### config.mk
export PLATFORM = sky130hd
export DESIGN_NAME = telemetry_frame_builder_top
export DESIGN_NICKNAME = d
export VERILOG_FILES = /design/src/rtl/tfb_pkg.sv /design/src/rtl/tfb_engine.sv /design/src/rtl/tfb_serial.sv /design/src/rtl/telemetry_frame_builder_top.sv
export SDC_FILE = /design/constraint.sdc
export NUM_CORES = 1
export LEC_CHECK = 0
export ABC_CLOCK_PERIOD_IN_PS = 12700
export CORE_UTILIZATION = 50
export DETAILED_ROUTE_END_ITERATION = 8
export DONT_BUFFER_PORTS = 1
export PLACE_DENSITY = 0.73
export SYNTH_ARGS = -nofsm -noshare
export SYNTH_HDL_FRONTEND = slang
export SYNTH_SLANG_ARGS = --single-unit
### constraint.sdc
create_clock -name clk -period 12.7 [get_ports clk]
set_input_delay 0.635 -clock clk [delete_from_list [all_inputs] [get_ports clk]]
set_output_delay 0.635 -clock clk [all_outputs]
set_load 0.02 [all_outputs]
### src/rtl/tfb_pkg.sv
`default_nettype none
package tfb_pkg;

  localparam logic [1:0] MODE_START = 2'd0;
  localparam logic [1:0] MODE_VALUE = 2'd1;
  localparam logic [1:0] MODE_END   = 2'd2;

  localparam logic [1:0] CFG_START_BYTE     = 2'd0;
  localparam logic [1:0] CFG_VEHICLE_ID     = 2'd1;
  localparam logic [1:0] CFG_OVERHEAD_BYTES = 2'd2;

  localparam logic [7:0] START_BYTE_RST     = 8'd153;
  localparam logic [7:0] VEHICLE_ID_RST     = 8'd1;
  localparam logic [7:0] OVERHEAD_BYTES_RST = 8'd6;

  localparam int BurstMax = 8;

  typedef struct packed {
    logic [1:0]  mode;
    logic [7:0]  message_id;
    logic [7:0]  payload_length;
    logic [63:0] element_value;
    logic [3:0]  element_bytes;
  } in_t;

  typedef struct packed {
    logic [7:0] out_byte;
    logic       last;
    logic       sequence_error;
    logic       width_error;
    logic       length_error;
  } out_t;

  typedef struct packed {
    logic [7:0] start_byte;
    logic [7:0] vehicle_id;
    logic [7:0] overhead_bytes;
  } cfg_t;

  typedef struct packed {
    logic [BurstMax-1:0][7:0]    data;
    logic [$clog2(BurstMax)-1:0] last_idx;
    logic                        seq_err;
    logic                        wid_err;
    logic                        len_err;
  } burst_t;

endpackage
`default_nettype wire

### src/rtl/tfb_engine.sv
`default_nettype none
module tfb_engine (
  input  wire logic          clk,
  input  wire logic          rst_n,
  input  wire logic          in_fire,
  input  wire tfb_pkg::in_t  in_item,
  input  wire tfb_pkg::cfg_t cfg,
  output tfb_pkg::burst_t    burst,
  output logic               burst_vld
);

  logic [7:0] sum_a_r, sum_a_nxt;
  logic [7:0] sum_b_r, sum_b_nxt;
  logic [7:0] bytes_emitted_r, bytes_emitted_nxt;
  logic [7:0] frame_length_r, frame_length_nxt;
  logic       frame_open_r, frame_open_nxt;

  logic [7:0] acc_a;
  logic [7:0] acc_b;
  logic [7:0] flen;
  logic [7:0] emitted_end;
  logic [7:0] cur_byte;
  logic [2:0] sel;
  logic       width_ok;

  always_comb begin
    burst             = '0;
    burst_vld         = 1'b0;
    sum_a_nxt         = sum_a_r;
    sum_b_nxt         = sum_b_r;
    bytes_emitted_nxt = bytes_emitted_r;
    frame_length_nxt  = frame_length_r;
    frame_open_nxt    = frame_open_r;
    acc_a             = sum_a_r;
    acc_b             = sum_b_r;
    flen              = in_item.payload_length + cfg.overhead_bytes;
    emitted_end       = bytes_emitted_r + 8'd2;
    cur_byte          = '0;
    sel               = '0;
    width_ok          = (in_item.element_bytes == 4'd1) || (in_item.element_bytes == 4'd2) ||
                        (in_item.element_bytes == 4'd4) || (in_item.element_bytes == 4'd8);
    case (in_item.mode)
      tfb_pkg::MODE_START: begin
        burst_vld         = 1'b1;
        acc_a             = flen + cfg.vehicle_id;
        acc_b             = flen + acc_a;
        acc_a             = acc_a + in_item.message_id;
        acc_b             = acc_b + acc_a;
        burst.data[0]     = cfg.start_byte;
        burst.data[1]     = flen;
        burst.data[2]     = cfg.vehicle_id;
        burst.data[3]     = in_item.message_id;
        burst.last_idx    = 3'd3;
        burst.seq_err     = frame_open_r;
        sum_a_nxt         = acc_a;
        sum_b_nxt         = acc_b;
        bytes_emitted_nxt = 8'd4;
        frame_length_nxt  = flen;
        frame_open_nxt    = 1'b1;
      end
      tfb_pkg::MODE_VALUE: begin
        burst_vld = 1'b1;
        if (width_ok) begin
          for (int i = 0; i < tfb_pkg::BurstMax; i++) begin
            if (4'(i) < in_item.element_bytes) begin
              sel           = 3'(in_item.element_bytes - 4'(i) - 4'd1);
              cur_byte      = in_item.element_value[{sel, 3'b000} +: 8];
              burst.data[i] = cur_byte;
              acc_a         = acc_a + cur_byte;
              acc_b         = acc_b + acc_a;
            end
          end
          burst.last_idx    = 3'(in_item.element_bytes - 4'd1);
          sum_a_nxt         = acc_a;
          sum_b_nxt         = acc_b;
          bytes_emitted_nxt = bytes_emitted_r + {4'd0, in_item.element_bytes};
        end else begin
          burst.wid_err = 1'b1;
        end
      end
      tfb_pkg::MODE_END: begin
        burst_vld         = 1'b1;
        burst.data[0]     = sum_a_r;
        burst.data[1]     = sum_b_r;
        burst.last_idx    = 3'd1;
        burst.len_err     = (emitted_end != frame_length_r);
        sum_a_nxt         = '0;
        sum_b_nxt         = '0;
        bytes_emitted_nxt = '0;
        frame_length_nxt  = '0;
        frame_open_nxt    = 1'b0;
      end
      default: begin
        burst_vld = 1'b0;
      end
    endcase
  end

  always_ff @(posedge clk) begin
    if (!rst_n) begin
      sum_a_r         <= '0;
      sum_b_r         <= '0;
      bytes_emitted_r <= '0;
      frame_length_r  <= '0;
      frame_open_r    <= 1'b0;
    end else if (in_fire) begin
      sum_a_r         <= sum_a_nxt;
      sum_b_r         <= sum_b_nxt;
      bytes_emitted_r <= bytes_emitted_nxt;
      frame_length_r  <= frame_length_nxt;
      frame_open_r    <= frame_open_nxt;
    end
  end

endmodule
`default_nettype wire

### src/rtl/tfb_serial.sv
`default_nettype none
module tfb_serial (
  input  wire logic            clk,
  input  wire logic            rst_n,
  input  wire logic            push,
  input  wire tfb_pkg::burst_t burst,
  output logic                 full,
  output logic                 out_valid,
  input  wire logic            out_stall,
  output tfb_pkg::out_t        out_data
);

  tfb_pkg::burst_t act_r;
  tfb_pkg::burst_t pend_r;
  logic            act_vld_r;
  logic            pend_vld_r;
  logic [$clog2(tfb_pkg::BurstMax)-1:0] idx_r;
  logic            at_last;
  logic            out_fire;
  logic            act_done;

  assign at_last   = (idx_r == act_r.last_idx);
  assign out_fire  = act_vld_r && !out_stall;
  assign act_done  = !act_vld_r || (out_fire && at_last);
  assign full      = pend_vld_r;
  assign out_valid = act_vld_r;

  always_comb begin
    out_data.out_byte       = act_r.data[idx_r];
    out_data.last           = at_last;
    out_data.sequence_error = act_r.seq_err;
    out_data.width_error    = act_r.wid_err;
    out_data.length_error   = act_r.len_err;
  end

  always_ff @(posedge clk) begin
    if (!rst_n) begin
      act_vld_r  <= 1'b0;
      pend_vld_r <= 1'b0;
      idx_r      <= '0;
    end else if (act_done) begin
      idx_r <= '0;
      if (pend_vld_r) begin
        act_r      <= pend_r;
        act_vld_r  <= 1'b1;
        pend_vld_r <= 1'b0;
      end else if (push) begin
        act_r     <= burst;
        act_vld_r <= 1'b1;
      end else begin
        act_vld_r <= 1'b0;
      end
    end else begin
      if (out_fire) begin
        idx_r <= idx_r + 3'd1;
      end
      if (push) begin
        pend_r     <= burst;
        pend_vld_r <= 1'b1;
      end
    end
  end

endmodule
`default_nettype wire

### src/rtl/telemetry_frame_builder_top.sv
// Telemetry frame builder: turns start, value and end transactions into a
// byte stream with a two-byte running checksum.
// Input channel in_valid/in_stall/in_data carries one transaction; output
// channel out_valid/out_stall/out_data carries one frame byte per transaction.
// A start transaction gives 4 bytes, a value 1, 2, 4 or 8 bytes, a bad width
// 1 flagged byte, an end 2 checksum bytes; mode three gives nothing.
// The serializer registers each burst before offering its first byte.
// Throughput: one byte per cycle on the output while out_stall is low; an
// input transaction of n bytes is sent by the output byte serializer as n
// bytes in turn. One further transaction is buffered behind the one being
// sent, so back-to-back single-byte items flow at one per cycle without stalls.
// Frame state and checksums update at input acceptance.
// Config writes (cfg_we/cfg_index/cfg_wdata) apply at the next edge; write
// them only while idle. Index 3 is ignored.
// Reset (rst_n low, synchronous) restores register defaults, closes any
// frame and drops bytes in flight. When the receiver stalls, the current
// byte holds and in_stall rises once the buffer behind it is occupied.
`default_nettype none
module telemetry_frame_builder_top (
  input  wire logic         clk,
  input  wire logic         rst_n,
  input  wire logic         in_valid,
  output logic              in_stall,
  input  wire tfb_pkg::in_t in_data,
  output logic              out_valid,
  input  wire logic         out_stall,
  output tfb_pkg::out_t     out_data,
  input  wire logic         cfg_we,
  input  wire logic [1:0]   cfg_index,
  input  wire logic [7:0]   cfg_wdata
);

  tfb_pkg::cfg_t   cfg_r;
  tfb_pkg::burst_t burst;
  logic            burst_vld;
  logic            in_fire;
  logic            full;

  assign in_stall = full;
  assign in_fire  = in_valid && !full;

  always_ff @(posedge clk) begin
    if (!rst_n) begin
      cfg_r.start_byte     <= tfb_pkg::START_BYTE_RST;
      cfg_r.vehicle_id     <= tfb_pkg::VEHICLE_ID_RST;
      cfg_r.overhead_bytes <= tfb_pkg::OVERHEAD_BYTES_RST;
    end else if (cfg_we) begin
      case (cfg_index)
        tfb_pkg::CFG_START_BYTE:     cfg_r.start_byte     <= cfg_wdata;
        tfb_pkg::CFG_VEHICLE_ID:     cfg_r.vehicle_id     <= cfg_wdata;
        tfb_pkg::CFG_OVERHEAD_BYTES: cfg_r.overhead_bytes <= cfg_wdata;
        default: begin
        end
      endcase
    end
  end

  tfb_engine u_engine (
    .clk       (clk),
    .rst_n     (rst_n),
    .in_fire   (in_fire),
    .in_item   (in_data),
    .cfg       (cfg_r),
    .burst     (burst),
    .burst_vld (burst_vld)
  );

  tfb_serial u_serial (
    .clk       (clk),
    .rst_n     (rst_n),
    .push      (in_fire && burst_vld),
    .burst     (burst),
    .full      (full),
    .out_valid (out_valid),
    .out_stall (out_stall),
    .out_data  (out_data)
  );

  a_width_err_single: assert property (@(posedge clk) disable iff (!rst_n)
    out_valid && out_data.width_error |-> out_data.last && (out_data.out_byte == 8'd0))
    else $error("width error transaction not a single zero byte");

  a_err_exclusive: assert property (@(posedge clk) disable iff (!rst_n)
    out_valid |-> $countones({out_data.sequence_error, out_data.width_error,
                              out_data.length_error}) <= 1)
    else $error("more than one error flag on a byte");

  a_reset_clears: assert property (@(posedge clk)
    !rst_n |=> !out_valid && !in_stall)
    else $error("output or stall active after reset");

endmodule
`default_nettype wire

======== After elaboration in Yosys (flattened, before gate mapping) ========
Cells that the tools add are included.
word-level totals
  register bits after elaboration ......... 202
  input port bits ......................... 101
  output and inout bits ................... 14
operators by class
  add/sub/neg operators ................... 38
  $lt $le $gt $ge ......................... 9
  equal/unequal tests ..................... 11
  shifts and indexed selects .............. 8
  muxes and demuxes ....................... 75
  bitwise gates (word level) .............. 2
  reduce and logical (&&, ||, !) cells .... 25
operators by type and width
  cell                   number
  $shiftx A64 B7 Y8      8
  $mux W8                56
  $add A8 B8 Y8          21
  $mux W70               2
  $pmux W8 S3            3
  $mux W67               1
  $pmux W19 S3           1
  $mux W32               1
  $pmux W16 S2           1
  $bmux W8 S3            1
  $sub A3 B1 Y3 const B  8
  $lt A3 B4 Y1 const A   4
  $pmux W8 S2            1
  $sub A3 B3 Y3 const B  4
  $reduce_and A3 Y1      3
  $add A8 B2 Y8 const B  1
  $add A8 B4 Y8          1
  $lt A1 B4 Y1 const A   2
  $lt A2 B4 Y1 const A   2
  $ne A8 B8 Y1           1
  $reduce_and A2 Y1      4
  $mux W1                7
  $sub A3 B2 Y3 const B  2
  $eq A2 B1 Y1 const B   2
  19 further kinds       31

======== Logic depth before layout (Yosys ltp) ========
Gate-level depths: netlist (run 1).
  depth in word-level cells ............... 35
  depth in mapped cells ................... 58
  gate-level depth less buffers ........... 51

======== Cells and area by module ========
From an unflattened synthesis (run 1), not the netlist that was laid out.
unflattened totals
  cell total of the unflattened synthesis .. 1923
  area total of the unflattened synthesis .. 19263.5 µm²
modules (own cells, without submodules)
  module                       instances  cells an instance  area each (µm²)  sequential area each (µm²)
  tfb_engine                   1          1540               12356.9          660.6
  tfb_serial                   1          285                5921.9           4304.1
  telemetry_frame_builder_top  1          98                 984.7            480.5

======== Worst setup path after synthesis (run 1) ========
No wires, ideal clock.
  path kind ............................... input -> register
  start point ............................. in in_data[0] (netlist bit)
  end point ............................... reg u_engine.sum_b_r[7]
  library setup time ...................... 87 ps
  data arrival time ....................... 13033 ps
  path slack .............................. -420 ps
  cell stages on the path ................. 53
  buffers on the path ..................... 7
  cells stage by stage .................... buf_4 -> buf_4 -> buf_1 -> clkbuf_1 -> inv_1 -> ha_1 -> buf_2 -> buf_1 -> buf_1 -> mux4_2 -> mux2_2 -> ha_1 -> inv_1 -> fa_1 -> mux2i_1 -> fa_1 -> mux2_2 -> fa_1 -> (+17 left out) -> ha_1 -> xnor2_1 -> or2_2 -> o31ai_1 -> inv_1 -> ha_1 -> xnor2_1 -> ha_1 -> xnor2_1 -> nand2_1 -> a21bo_2 -> ha_1 -> a21oi_1 -> xor3_1 -> xor3_1 -> or3_1 -> and4_1 -> o31ai_1
on the way
  longest elaborated chain between the ends .. 35
  elaborated cells between the ends (all ways) .. 100
  those cells by class .................... 30 x add/sub; 8 x order compare; 5 x eq/ne; 8 x shift; 45 x mux; 4 x reduce/logical
ends and longest elaborated chain
  item                                             line                                text
  start: declaration                               telemetry_frame_builder_top.sv:24   input wire tfb_pkg::in_t in_data,
  $sub A3 B1 Y3                                    tfb_engine.sv:66                    sel = 3'(in_item.element_bytes - 4'(i) - 4'd1);
  $shiftx A64 B7 Y8                                tfb_engine.sv:67                    cur_byte = in_item.element_value[{sel, 3'b000} +: 8];
  $add A8 B8 Y8                                    tfb_engine.sv:69                    acc_a = acc_a + cur_byte;
  $add A8 B8 Y8 / $mux W8 (equally long branches)  tfb_engine.sv:70, tfb_engine.sv:65
  $mux W8 (on tied branches)                       tfb_engine.sv:65, tfb_engine.sv:63
  $mux W8 (on tied branches)                       tfb_engine.sv:63, tfb_engine.sv:42
  $mux W8 / $add A8 B8 Y8 (equally long branches)  tfb_engine.sv:42, tfb_engine.sv:69
  $add A8 B8 Y8 / $mux W8 (equally long branches)  tfb_engine.sv:70, tfb_engine.sv:65
  (+19 left out)                                   --
  $add A8 B8 Y8 / $mux W8 (equally long branches)  tfb_engine.sv:70, tfb_engine.sv:65
  $mux W8 (on tied branches)                       tfb_engine.sv:65, tfb_engine.sv:63
  $mux W8 (on tied branches)                       tfb_engine.sv:63, tfb_engine.sv:42
  $mux W8 / $add A8 B8 Y8 (equally long branches)  tfb_engine.sv:42, tfb_engine.sv:69
  $add A8 B8 Y8                                    tfb_engine.sv:70                    acc_b = acc_b + acc_a;
  $mux W8                                          tfb_engine.sv:65                    if (4'(i) < in_item.element_bytes) begin
  $mux W8                                          tfb_engine.sv:63                    if (width_ok) begin
  $pmux W8 S3                                      tfb_engine.sv:42                    case (in_item.mode)
  end signal: assignment                           tfb_engine.sv:108                   sum_b_r <= sum_b_nxt;
  end: declaration                                 tfb_engine.sv:13                    logic [7:0] sum_b_r, sum_b_nxt;
Several ways; a longest one is shown, not always the timed one. The select of a mux whose other input is x is not followed.
A chain may end at the register's enable or synchronous reset.

======== Worst setup path in the final report (run 1) ========
Same ends and word-level chain as after synthesis.

==> run summary, run 1 <==
Outcome: finished clean
Cell area after synthesis: 0.0187 mm^2
Gp weighted congestion: 1.01
Clock slew at reported path FFs: 80 ps
CP Launch Type: input pin
HP Class: in -> reg
Setup violators final: 0
Yosys cell types: 71
Max_cap viols: 0
Total core area: 0.0367 mm^2
Crit path largest cell delay: 540 ps
Initial antenna violation count: 3
Post-CTS setup buffer count: 0
First-pass GRT wire length: 88,200 um
Synth top area share: 22.5%
Hold Fails Final Rpt: 0
CTS Sinks: 202
Placed Area: 0.0191 mm^2
Gr ovfl total: 0
Final wirelength: 58,800 um
CTS Buffer Depth: 3
Post-synthesis average cell area: 9.83 um^2
Clock Tree Root: clkbuf_16
Yosys reg bits: 202
Vias: 14,900
Vias in the first global route: 14,600
Initial Util: 51.0%
CP max-delay cell: o31ai_1
Max Fclk: 83.4 MHz
Worst EP arrival: 12,450 ps
Cts bufs inserted: 22
Post-cts repair resize count: 0
Synth cell count leaders: nand2_1, nor2_1, ha_1, edfxtp_1, inv_1
Final core utilization: 53.9%
Dominant cells by area after synthesis: edfxtp_1, ha_1, mux4_2, dfxtp_1, mux2_2
Period minus WS final: 11,990 ps
Tot GR Track Use: 30.6%
Largest net degree at the start of global routing: 82
Crit Path Category: in -> reg
CP endpoint kind: flop
# rows: 70
I/O pin count: 115
TritonCTS clock tree: yes
Detailed-route vias per instance: 6.39
Slew HR: 25.9%
Die Span X: 196 um
Port Buf Inserts: 0
Async set or reset register ratio after synthesis: 0%
Skew final: 40.3 ps
Nets: 2,137
Fin crit share: 94.4%
Top FF cell, synth: edfxtp_1
Leading area contributor after synthesis: edfxtp_1
Worst slew pin tran: 1100 ps
Layout cell share with drive strength beyond 1: 13.4%
Synth-to-Final Area Change: 5.71%
Post-synth EDFFs: 140
Hold_buf cts: 0
Leading cell type by number of instances after synthesis: nand2_1
Wire per inst: 25.2 um
Syn. warnings: 0
Setup TNS: 0 ps
Initial DRC Count: 1,389
Antenna-violating nets left: 0
Clk_lat worst skew: 540 ps
RSZ-0062 raised after global routing: false
Fin area: 0.0198 mm^2
Drt pass-1 iters: 8
Crit path top cell by count: ha_1
Worst-path fanout max: 72
Die ar.: 0.0382 mm^2
Worst EP required: 13,160 ps
Max H-tree Level: 1
Detailed placement HPWL: 47,100 um
Sequential share of the synthesized area: 29.1%
DRC: 0
Die H: 196 um
Cells after synthesis: 1,904
Pins Over Slew Limit: 0
Post-Syn Nets: 2,188
path summary, 6_finish.rpt:
| path | cells after the start | to | from | slack [ps] |
|---|---|---|---|---|
| min | 1 | cfg_r[8] | rst_n | 180 |
| min reg2reg | 2 | cfg_r[2] | cfg_r[2] | 480 |
| max reg2reg | 43 | u_engine.sum_b_r[7] | u_engine.sum_a_r[2] | 2070 |
| max | 48 | u_engine.sum_b_r[7] | in_data[0] | 710 |
flip-flops by register name, summed over array words and instances (netlist names), 3 cells and up:
register                  flops
u_serial.pend_r              70
u_serial.act_r               67
cfg_r                        24
u_engine.bytes_emitted_r      8
u_engine.frame_length_r       8
u_engine.sum_a_r              8
u_engine.sum_b_r              8
u_serial.idx_r                3
u_serial.out_data             3
per-stage QoR:
step | std cells | setup WS, ps | hold slack (ps)
6_report | 2339 | 708 | 177
5_1_grt | 2337 | 49.8 | 166
3_3_place_gp | 2297 | 666 | 463
2_1_floorplan | 1904 | 28.6 | 440
3_5_place_dp | 2297 | 399 | 472
4_1_cts | 2337 | 899 | 162
kinds of logic after synthesis:
group | Yosys count | synth area share, %
buffers and inverters | 230 | 4.80
AO/OA/AOI/OAI | 446 | 16.0
XOR/XNOR | 146 | 7.84
multiplexers | 261 | 19.0
AND/OR/NAND/NOR | 436 | 10.0
flip-flops | 202 | 29.1
adder cells (fa/ha/maj) | 183 | 13.3
critical path: cells and delay by family:
| family | cells | cell delay, ps |
|---|---|---|
| xor gates and xnor gates | 9 | 1960 |
| AOI/OAI and AO/OA | 11 | 2780 |
| buffers and inverters | 4 | 590 |
| adders and majority gates | 10 | 3470 |
| muxes | 3 | 1030 |
| and+or+nand+nor | 11 | 1840 |
area by class of cell:
| type | count | area (um^2) |
|---|---|---|
| Tap cell | 468 | 586 |
| Fill cell | 3233 | 16900 |
| Clock buffer | 29 | 587 |
| Multi-Input combinational cell | 1472 | 12400 |
| Timing Repair Buffer | 23 | 173 |
| Clock inverter | 11 | 97.6 |
| Antenna cell | 2 | 5.00 |
| Inverter | 132 | 495 |
| Sequential cell | 202 | 5450 |
layer usage:
| layer | vias up | routed length, um | track usage [%] |
|---|---|---|---|
| met5 | - | 21 | 0 |
| met4 | 4 | 2590 | 12.8 |
| met3 | 130 | 5350 | 6.10 |
| met2 | 663 | 26800 | 49.4 |
| met1 | 7245 | 24100 | 40.1 |
| li1 | 6902 | - | - |
layout by cell type, fill, tap and decap left out, types with 7 or more instances in the layout:
| cell | Yosys | layout |
|---|---|---|
| a31oi_1 | 12 | 12 |
| a21oi_1 | 103 | 102 |
| o21ai_0 | 80 | 80 |
| or3_1 | 7 | 7 |
| edfxtp_1 | 140 | 140 |
| fa_1 | 27 | 27 |
| xnor2_1 | 96 | 96 |
| buf_4 | 6 | 23 |
| nor2_1 | 163 | 162 |
| mux4_2 | 63 | 63 |
| nor3_1 | 17 | 17 |
| clkbuf_16 | 0 | 22 |
| nand2_1 | 173 | 173 |
| nand2b_1 | 8 | 8 |
| mux2i_1 | 86 | 86 |
| ha_1 | 156 | 156 |
| mux2_2 | 109 | 109 |
| o31ai_1 | 49 | 49 |
| and2_1 | 8 | 8 |
| inv_1 | 131 | 131 |
| dfxtp_1 | 62 | 61 |
| a211oi_1 | 8 | 8 |
| xor2_1 | 36 | 36 |
| a22oi_1 | 12 | 12 |
| and3_1 | 14 | 14 |
| o21bai_1 | 31 | 31 |
| nor3b_1 | 9 | 7 |
| a32o_1 | 7 | 7 |
| nor2b_1 | 12 | 12 |
| nand3_1 | 12 | 12 |
| a21o_1 | 44 | 44 |
| a22o_1 | 7 | 7 |
| o211ai_1 | 23 | 23 |
| a222oi_1 | 10 | 10 |
| xnor3_1 | 8 | 8 |
Power of run 1 is left out: the tool's default activity adds up to more than one toggle a clock period on the data nets, which glitch-free logic cannot reach.
==> run 2: changes to the inputs <==
--- a/config.mk
+++ b/config.mk
@@ -6,6 +6,7 @@
 export NUM_CORES = 1
 export LEC_CHECK = 0
 export ABC_CLOCK_PERIOD_IN_PS = 12700
+export CORE_ASPECT_RATIO = 1.5
 export CORE_UTILIZATION = 50
 export DETAILED_ROUTE_END_ITERATION = 8
 export DONT_BUFFER_PORTS = 1
==> run 2 against run 1 <==
Sequential cell count stayed put. Final cell count up 0.43%. Routed wire length grew 2.2%. First-iteration DRC count fell by 3.0%. Worst setup slack better by 300 ps. Critical path depth unchanged. Sequential share of layout area is essentially flat. Core utilization fell by 0.18 points. Final area is essentially flat. Clock skew decreased by 30 ps. Non-clock buffer count stayed put. Critical endpoint unchanged.
==> run summary, run 2 (synthesis results as in run 1) <==
Outcome: finished clean
Crit path top cell by count: ha_1
Drt pass-1 iters: 7 (-1)
Clock Tree Root: clkbuf_16
Placed insts: 2,313 (+0.70%)
CTS Sinks: 202 (unchanged)
Max layer used: met5
Layout Cells excl Fill: 2,349 (+0.43%)
Worst path buffer plus inverter count: 4 (unchanged)
Nets: 2,135 (-0.094%)
I/O pin count: 115 (unchanged)
First-pass GRT wire length: 89,300 um (+1.3%)
Fin crit share: 92.0% (-2.4 points)
Metal-1 WL: 21,400 um (-11%)
Hold Fails Final Rpt: 0 (unchanged)
DRC: 0 (unchanged)
Layout cell share with drive strength beyond 1: 13.2% (-0.19 points)
Vias: 15,100 (+1.2%)
Period minus WS final: 11,690 ps (-304 ps)
Clk_lat worst skew: 500 ps (-40 ps)
Synth-to-Final Area Change: 5.66% (about the same)
CP max-delay cell: mux2_2
# rows: 86 (+23%)
Setup violators final: 0 (unchanged)
Largest Register: u_serial.pend_r
Setup TNS: 0 ps (unchanged)
CP delay by family, top: adder cells
Hold_buf cts: 0 (unchanged)
Max_cap viols: 0 (unchanged)
TritonCTS clock tree: yes
Total core area: 0.0368 mm^2 (+0.28%)
Wire per inst: 25.6 um (+1.8%)
Most frequent cells in the layout: nand2_1, nor2_1, ha_1
Initial Util: 50.9% (-0.14 points)
Largest net degree at the start of global routing: 97 (+18%)
Fin area: 0.0198 mm^2 (about the same)
Detailed-route vias per instance: 6.44 (+0.76%)
Initial antenna violation count: 1 (-2)
Post-CTS setup buffer count: 0 (unchanged)
Initial DRC Count: 1,347 (-3.0%)
Detailed placement HPWL: 48,400 um (+2.8%)
Worst EP arrival: 12,110 ps (-340 ps)
WL met2: 30,300 um (+13%)
Clock slew at reported path FFs: 70 ps (about the same)
Commonest non-fill, non-tap cell in the layout: nand2_1
Placed Area: 0.0191 mm^2 (+0.10%)
Final wirelength: 60,100 um (+2.2%)
Gp weighted congestion: 1.01 (+0.31%)
Antenna-violating nets left: 0 (unchanged)
ANT cells: 0 (-2)
Crit path largest cell delay: 440 ps (-100 ps)
Worst-path fanout max: 72 (unchanged)
Pins Over Slew Limit: 0 (unchanged)
Wire length on met3: 4070 um (-24%)
Crit Path Category: in -> reg
Worst EP required: 13,120 ps (-40 ps)
Vias in the first global route: 14,800 (+1.3%)
CP endpoint kind: flop
RSZ-0062 raised after global routing: false
Die ar.: 0.0382 mm^2 (about the same)
Die H: 239 um (+22%)
Post-cts repair resize count: 0 (unchanged)
Tot GR Track Use: 31.3% (+0.68 points)
Flip-flop count of the largest register after layout: 70 (unchanged)
HP Class: in -> reg
Slew HR: 15.9% (-10 points)
Max Fclk: 85.6 MHz (+2.6%)
Gr ovfl total: 0 (unchanged)
CTS Buffer Depth: 3 (unchanged)
Port Buf Inserts: 0 (unchanged)
Skew final: 10.1 ps (-30.2 ps)
Die Span X: 160 um (-18%)
CP Launch Type: input pin
Cts bufs inserted: 20 (-9.1%)
Worst slew pin tran: 1230 ps (+122 ps)
Top Registers: u_serial.pend_r: 70 flops, u_serial.act_r: 67 flops, cfg_r: 24 flops
Max H-tree Level: 1 (unchanged)
-- run 2: cell types whose count changed in the layout (fill, tap and decap cells not counted), sizes merged --
cell / before / now
diode: 2 / 0
clkbuf: 29 / 30
clkinv: 10 / 3
clkinvlp: 0 / 1
bufinv: 1 / 2
-- run 2: path summary, 6_finish.rpt --
kind / startpoint / endpoint / slack, ps / depth (start not counted)
max: in_data[0] / u_engine.sum_b_r[7] / 1010 / 48
min: rst_n / cfg_r[1] / 200 / 1
max reg2reg: u_engine.sum_a_r[0] / u_engine.sum_b_r[7] / 2100 / 45
min reg2reg: u_engine.bytes_emitted_r[0] / u_engine.bytes_emitted_r[0] / 490 / 2
-- run 2: metrics by stage --
step | hold WS [ps] | setup slack (ps) | utilization, %
4_1_cts | 191 | 1190 | 53.8
3_3_place_gp | 469 | 933 | 52.0
3_5_place_dp | 477 | 723 | 52.0
2_1_floorplan | 440 | 28.6 | -
5_1_grt | 195 | 393 | 53.8
6_report | 200 | 1010 | 53.8
-- run 2: worst reg2reg max path: cells and delay by family (launching register included) --
| kind | cells | cell delay, ps |
|---|---|---|
| compound gates | 10 | 2040 |
| fa+ha+maj | 10 | 3220 |
| buf+inv | 3 | 270 |
| flops | 1 | 420 |
| simple gates | 10 | 1780 |
| xor+xnor | 10 | 2130 |
| mux | 2 | 650 |
-- run 2: layer usage --
| layer | up-vias | GRT usage (%) |
|---|---|---|
| li1 | 6879 | - |
| met5 | - | 0 |
| met3 | 180 | 4.04 |
| met2 | 666 | 56.0 |
| met4 | 2 | 20.6 |
| met1 | 7395 | 34.7 |
-- run 2: final cells by class --
cell class                 count  area (um^2)
fill                        3267        17000
multi-input combinational   1472        12400
sequential                   202         5450
tap                          484          606
clock buffer                  30          571
inverter                     132          495
timing repair buffer          23          173
clock inverter                 6         88.8
Power of run 2 is left out for the same reason.
==> run 3: changes to the inputs <==
--- a/config.mk
+++ b/config.mk
@@ -5,12 +5,12 @@
 export SDC_FILE = /design/constraint.sdc
 export NUM_CORES = 1
 export LEC_CHECK = 0
-export ABC_CLOCK_PERIOD_IN_PS = 12700
+export ABC_CLOCK_PERIOD_IN_PS = 12900
 export CORE_ASPECT_RATIO = 1.5
-export CORE_UTILIZATION = 50
+export CORE_UTILIZATION = 25
 export DETAILED_ROUTE_END_ITERATION = 8
 export DONT_BUFFER_PORTS = 1
-export PLACE_DENSITY = 0.73
+export PLACE_DENSITY = 0.43
 export SYNTH_ARGS = -nofsm -noshare
 export SYNTH_HDL_FRONTEND = slang
 export SYNTH_SLANG_ARGS = --single-unit
==> constraint.sdc (replaced) <==
create_clock -name clk -period 12.9 [get_ports clk]
set_input_delay 0.645 -clock clk [delete_from_list [all_inputs] [get_ports clk]]
set_output_delay 0.645 -clock clk [all_outputs]
set_load 0.02 [all_outputs]
==> run 3 against run 2 <==
Non-clock buffer count grew 7. Final area increased by 3.4%. Clock skew increased by 29 ps. Count of clock-buffer cells in the layout down 3. Final cell count is 22% higher. Die area grew 99%. Sequential share of layout area decreased by 0.89 points. Hold slack got worse by 17 ps. Core utilization down 26 points. Register-to-register slack better by 90 ps. Critical path depth unchanged. First-iteration DRC count fell by 28%. Largest cell class unchanged.
==> run summary, run 3 (synthesis results as in run 1) <==
Place WS: 475 ps (-248 ps)
CP max-delay cell: ha_2
Setup WS post-layout: 961 ps (-50.6 ps)
Worst EP arrival: 12,400 ps (+290 ps)
Initial Util: 25.3% (-26 points)
Detailed-route vias per instance: 5.08 (-21%)
Layout cell share with drive strength beyond 1: 13.6% (+0.38 points)
Die ar.: 0.0760 mm^2 (+99%)
Worst-path fanout max: 45 (-38%)
Initial DRC Count: 966 (-28%)
Setup violators final: 0 (unchanged)
Outcome: finished clean
Tot GR Track Use: 18.7% (-13 points)
Pins Over Slew Limit: 0 (unchanged)
Max_cap viols: 0 (unchanged)
Crit path largest cell delay: 530 ps (+90 ps)
# rows: 122 (+42%)
Vias: 14,600 (-3.7%)
Most frequent cells in the layout: nand2_1, nor2_1, ha_1
Worst EP required: 13,370 ps (+250 ps)
Port Buf Inserts: 0 (unchanged)
Clk_lat worst skew: 540 ps (+40 ps)
Gr ovfl total: 0 (unchanged)
Crit path top cell by count: ha_1
Worst slew pin tran: 1190 ps (-33.7 ps)
CTS Sinks: 202 (unchanged)
Top Registers: u_serial.pend_r: 70 flops, u_serial.act_r: 67 flops, cfg_r: 24 flops
Clock Tree Root: clkbuf_16
Die Span X: 225 um (+41%)
RSZ-0062 raised after global routing: false
Initial antenna violation count: 0 (-1)
I/O pin count: 115 (unchanged)
Final wirelength: 71,300 um (+19%)
Antenna-violating nets left: 0 (unchanged)
Vias in the first global route: 14,800 (+0.24%)
Total core area: 0.0739 mm^2 (+100%)
Crit Path Category: in -> reg
Period minus WS final: 11,940 ps
Largest Register: u_serial.pend_r
Fin crit share: 92.6%
Max H-tree Level: 1 (unchanged)
Post-CTS setup buffer count: 0 (unchanged)
Max Fclk: 83.8 MHz
Wire per inst: 24.9 um (-2.8%)
Largest net degree at the start of global routing: 75 (-23%)
Gp weighted congestion: 0.942 (-6.8%)
Setup TNS: 0 ps (unchanged)
Detailed placement HPWL: 58,800 um (+21%)
Cts bufs inserted: 20 (unchanged)
Post-cts repair resize count: 0 (unchanged)
Clock slew at reported path FFs: 80 ps (about the same)
Flip-flop count of the largest register after layout: 70 (unchanged)
FILL cells: 7,800 (+140%)
Hold_buf cts: 0 (unchanged)
Die H: 337 um (+41%)
Synth-to-Final Area Change: 9.20%
CP endpoint kind: flop
HP Class: in -> reg
CTS Buffer Depth: 3 (unchanged)
TritonCTS clock tree: yes
DRC: 0 (unchanged)
Skew final: 39.5 ps (+29.4 ps)
First-pass GRT wire length: 103,000 um (+15%)
Nets: 2,142 (+0.33%)
Hold Fails Final Rpt: 0 (unchanged)
Commonest non-fill, non-tap cell in the layout: nand2_1
CP Launch Type: input pin
Drt pass-1 iters: 6 (-1)
Slew HR: 19.6% (+3.7 points)
-- run 3: final cells by class --
type / instances / area (um^2) / share of cell area (%)
well taps: 992 / 1240 / 6.07
multi-input cells: 1472 / 12400 / 60.7
clock buffers: 27 / 537 / 2.62
clock inverters: 9 / 83.8 / 0.410
diodes: 1 / 2.50 / 0.0122
repair buffers: 30 / 225 / 1.10
flip-flops and latches: 202 / 5450 / 26.6
inverters: 132 / 495 / 2.42
-- run 3: final timing paths --
| path | endpoint | cells past startpoint | start | slack, ps |
|---|---|---|---|---|
| hold / removal | cfg_r[8] | 1 | rst_n | 180 |
| hold reg to reg | u_engine.bytes_emitted_r[0] | 2 | u_engine.bytes_emitted_r[0] | 500 |
| setup / recovery | u_engine.sum_b_r[7] | 48 | in_data[1] | 960 |
| setup reg to reg | u_engine.sum_b_r[7] | 45 | u_engine.sum_a_r[0] | 2190 |
-- run 3: layer usage --
layer / routed length, um / up-vias / part of all wire, % / GRT usage, %
li1: - / 6902 / - / -
met1: 25400 / 7196 / 36 / 19.1
met3: 3160 / 117 / 4.4 / 2.62
met4: 4710 / 0 / 6.6 / 11.3
met5: 0 / - / 0 / 0
met2: 38000 / 351 / 53 / 35.7
-- run 3: per-stage QoR --
stage          instances  hold slack (ps)  utilization, %  area (um^2)
2_1_floorplan       1904              440               -        18700
3_3_place_gp        2828              469            26.8        19800
3_5_place_dp        2828              484            26.8        19800
4_1_cts             2864              151            27.7        20400
5_1_grt             2864              160            27.7        20400
6_report            2865              182            27.7        20400
-- run 3: critical path: cells and delay by family --
kind            cells  cell delay [ps]
fa+ha+maj          10             3470
xor+xnor            9             1960
simple gates       11             1830
compound gates     11             2640
mux                 3             1070
buf+inv             4              720
Power of run 3 is left out for the same reason.
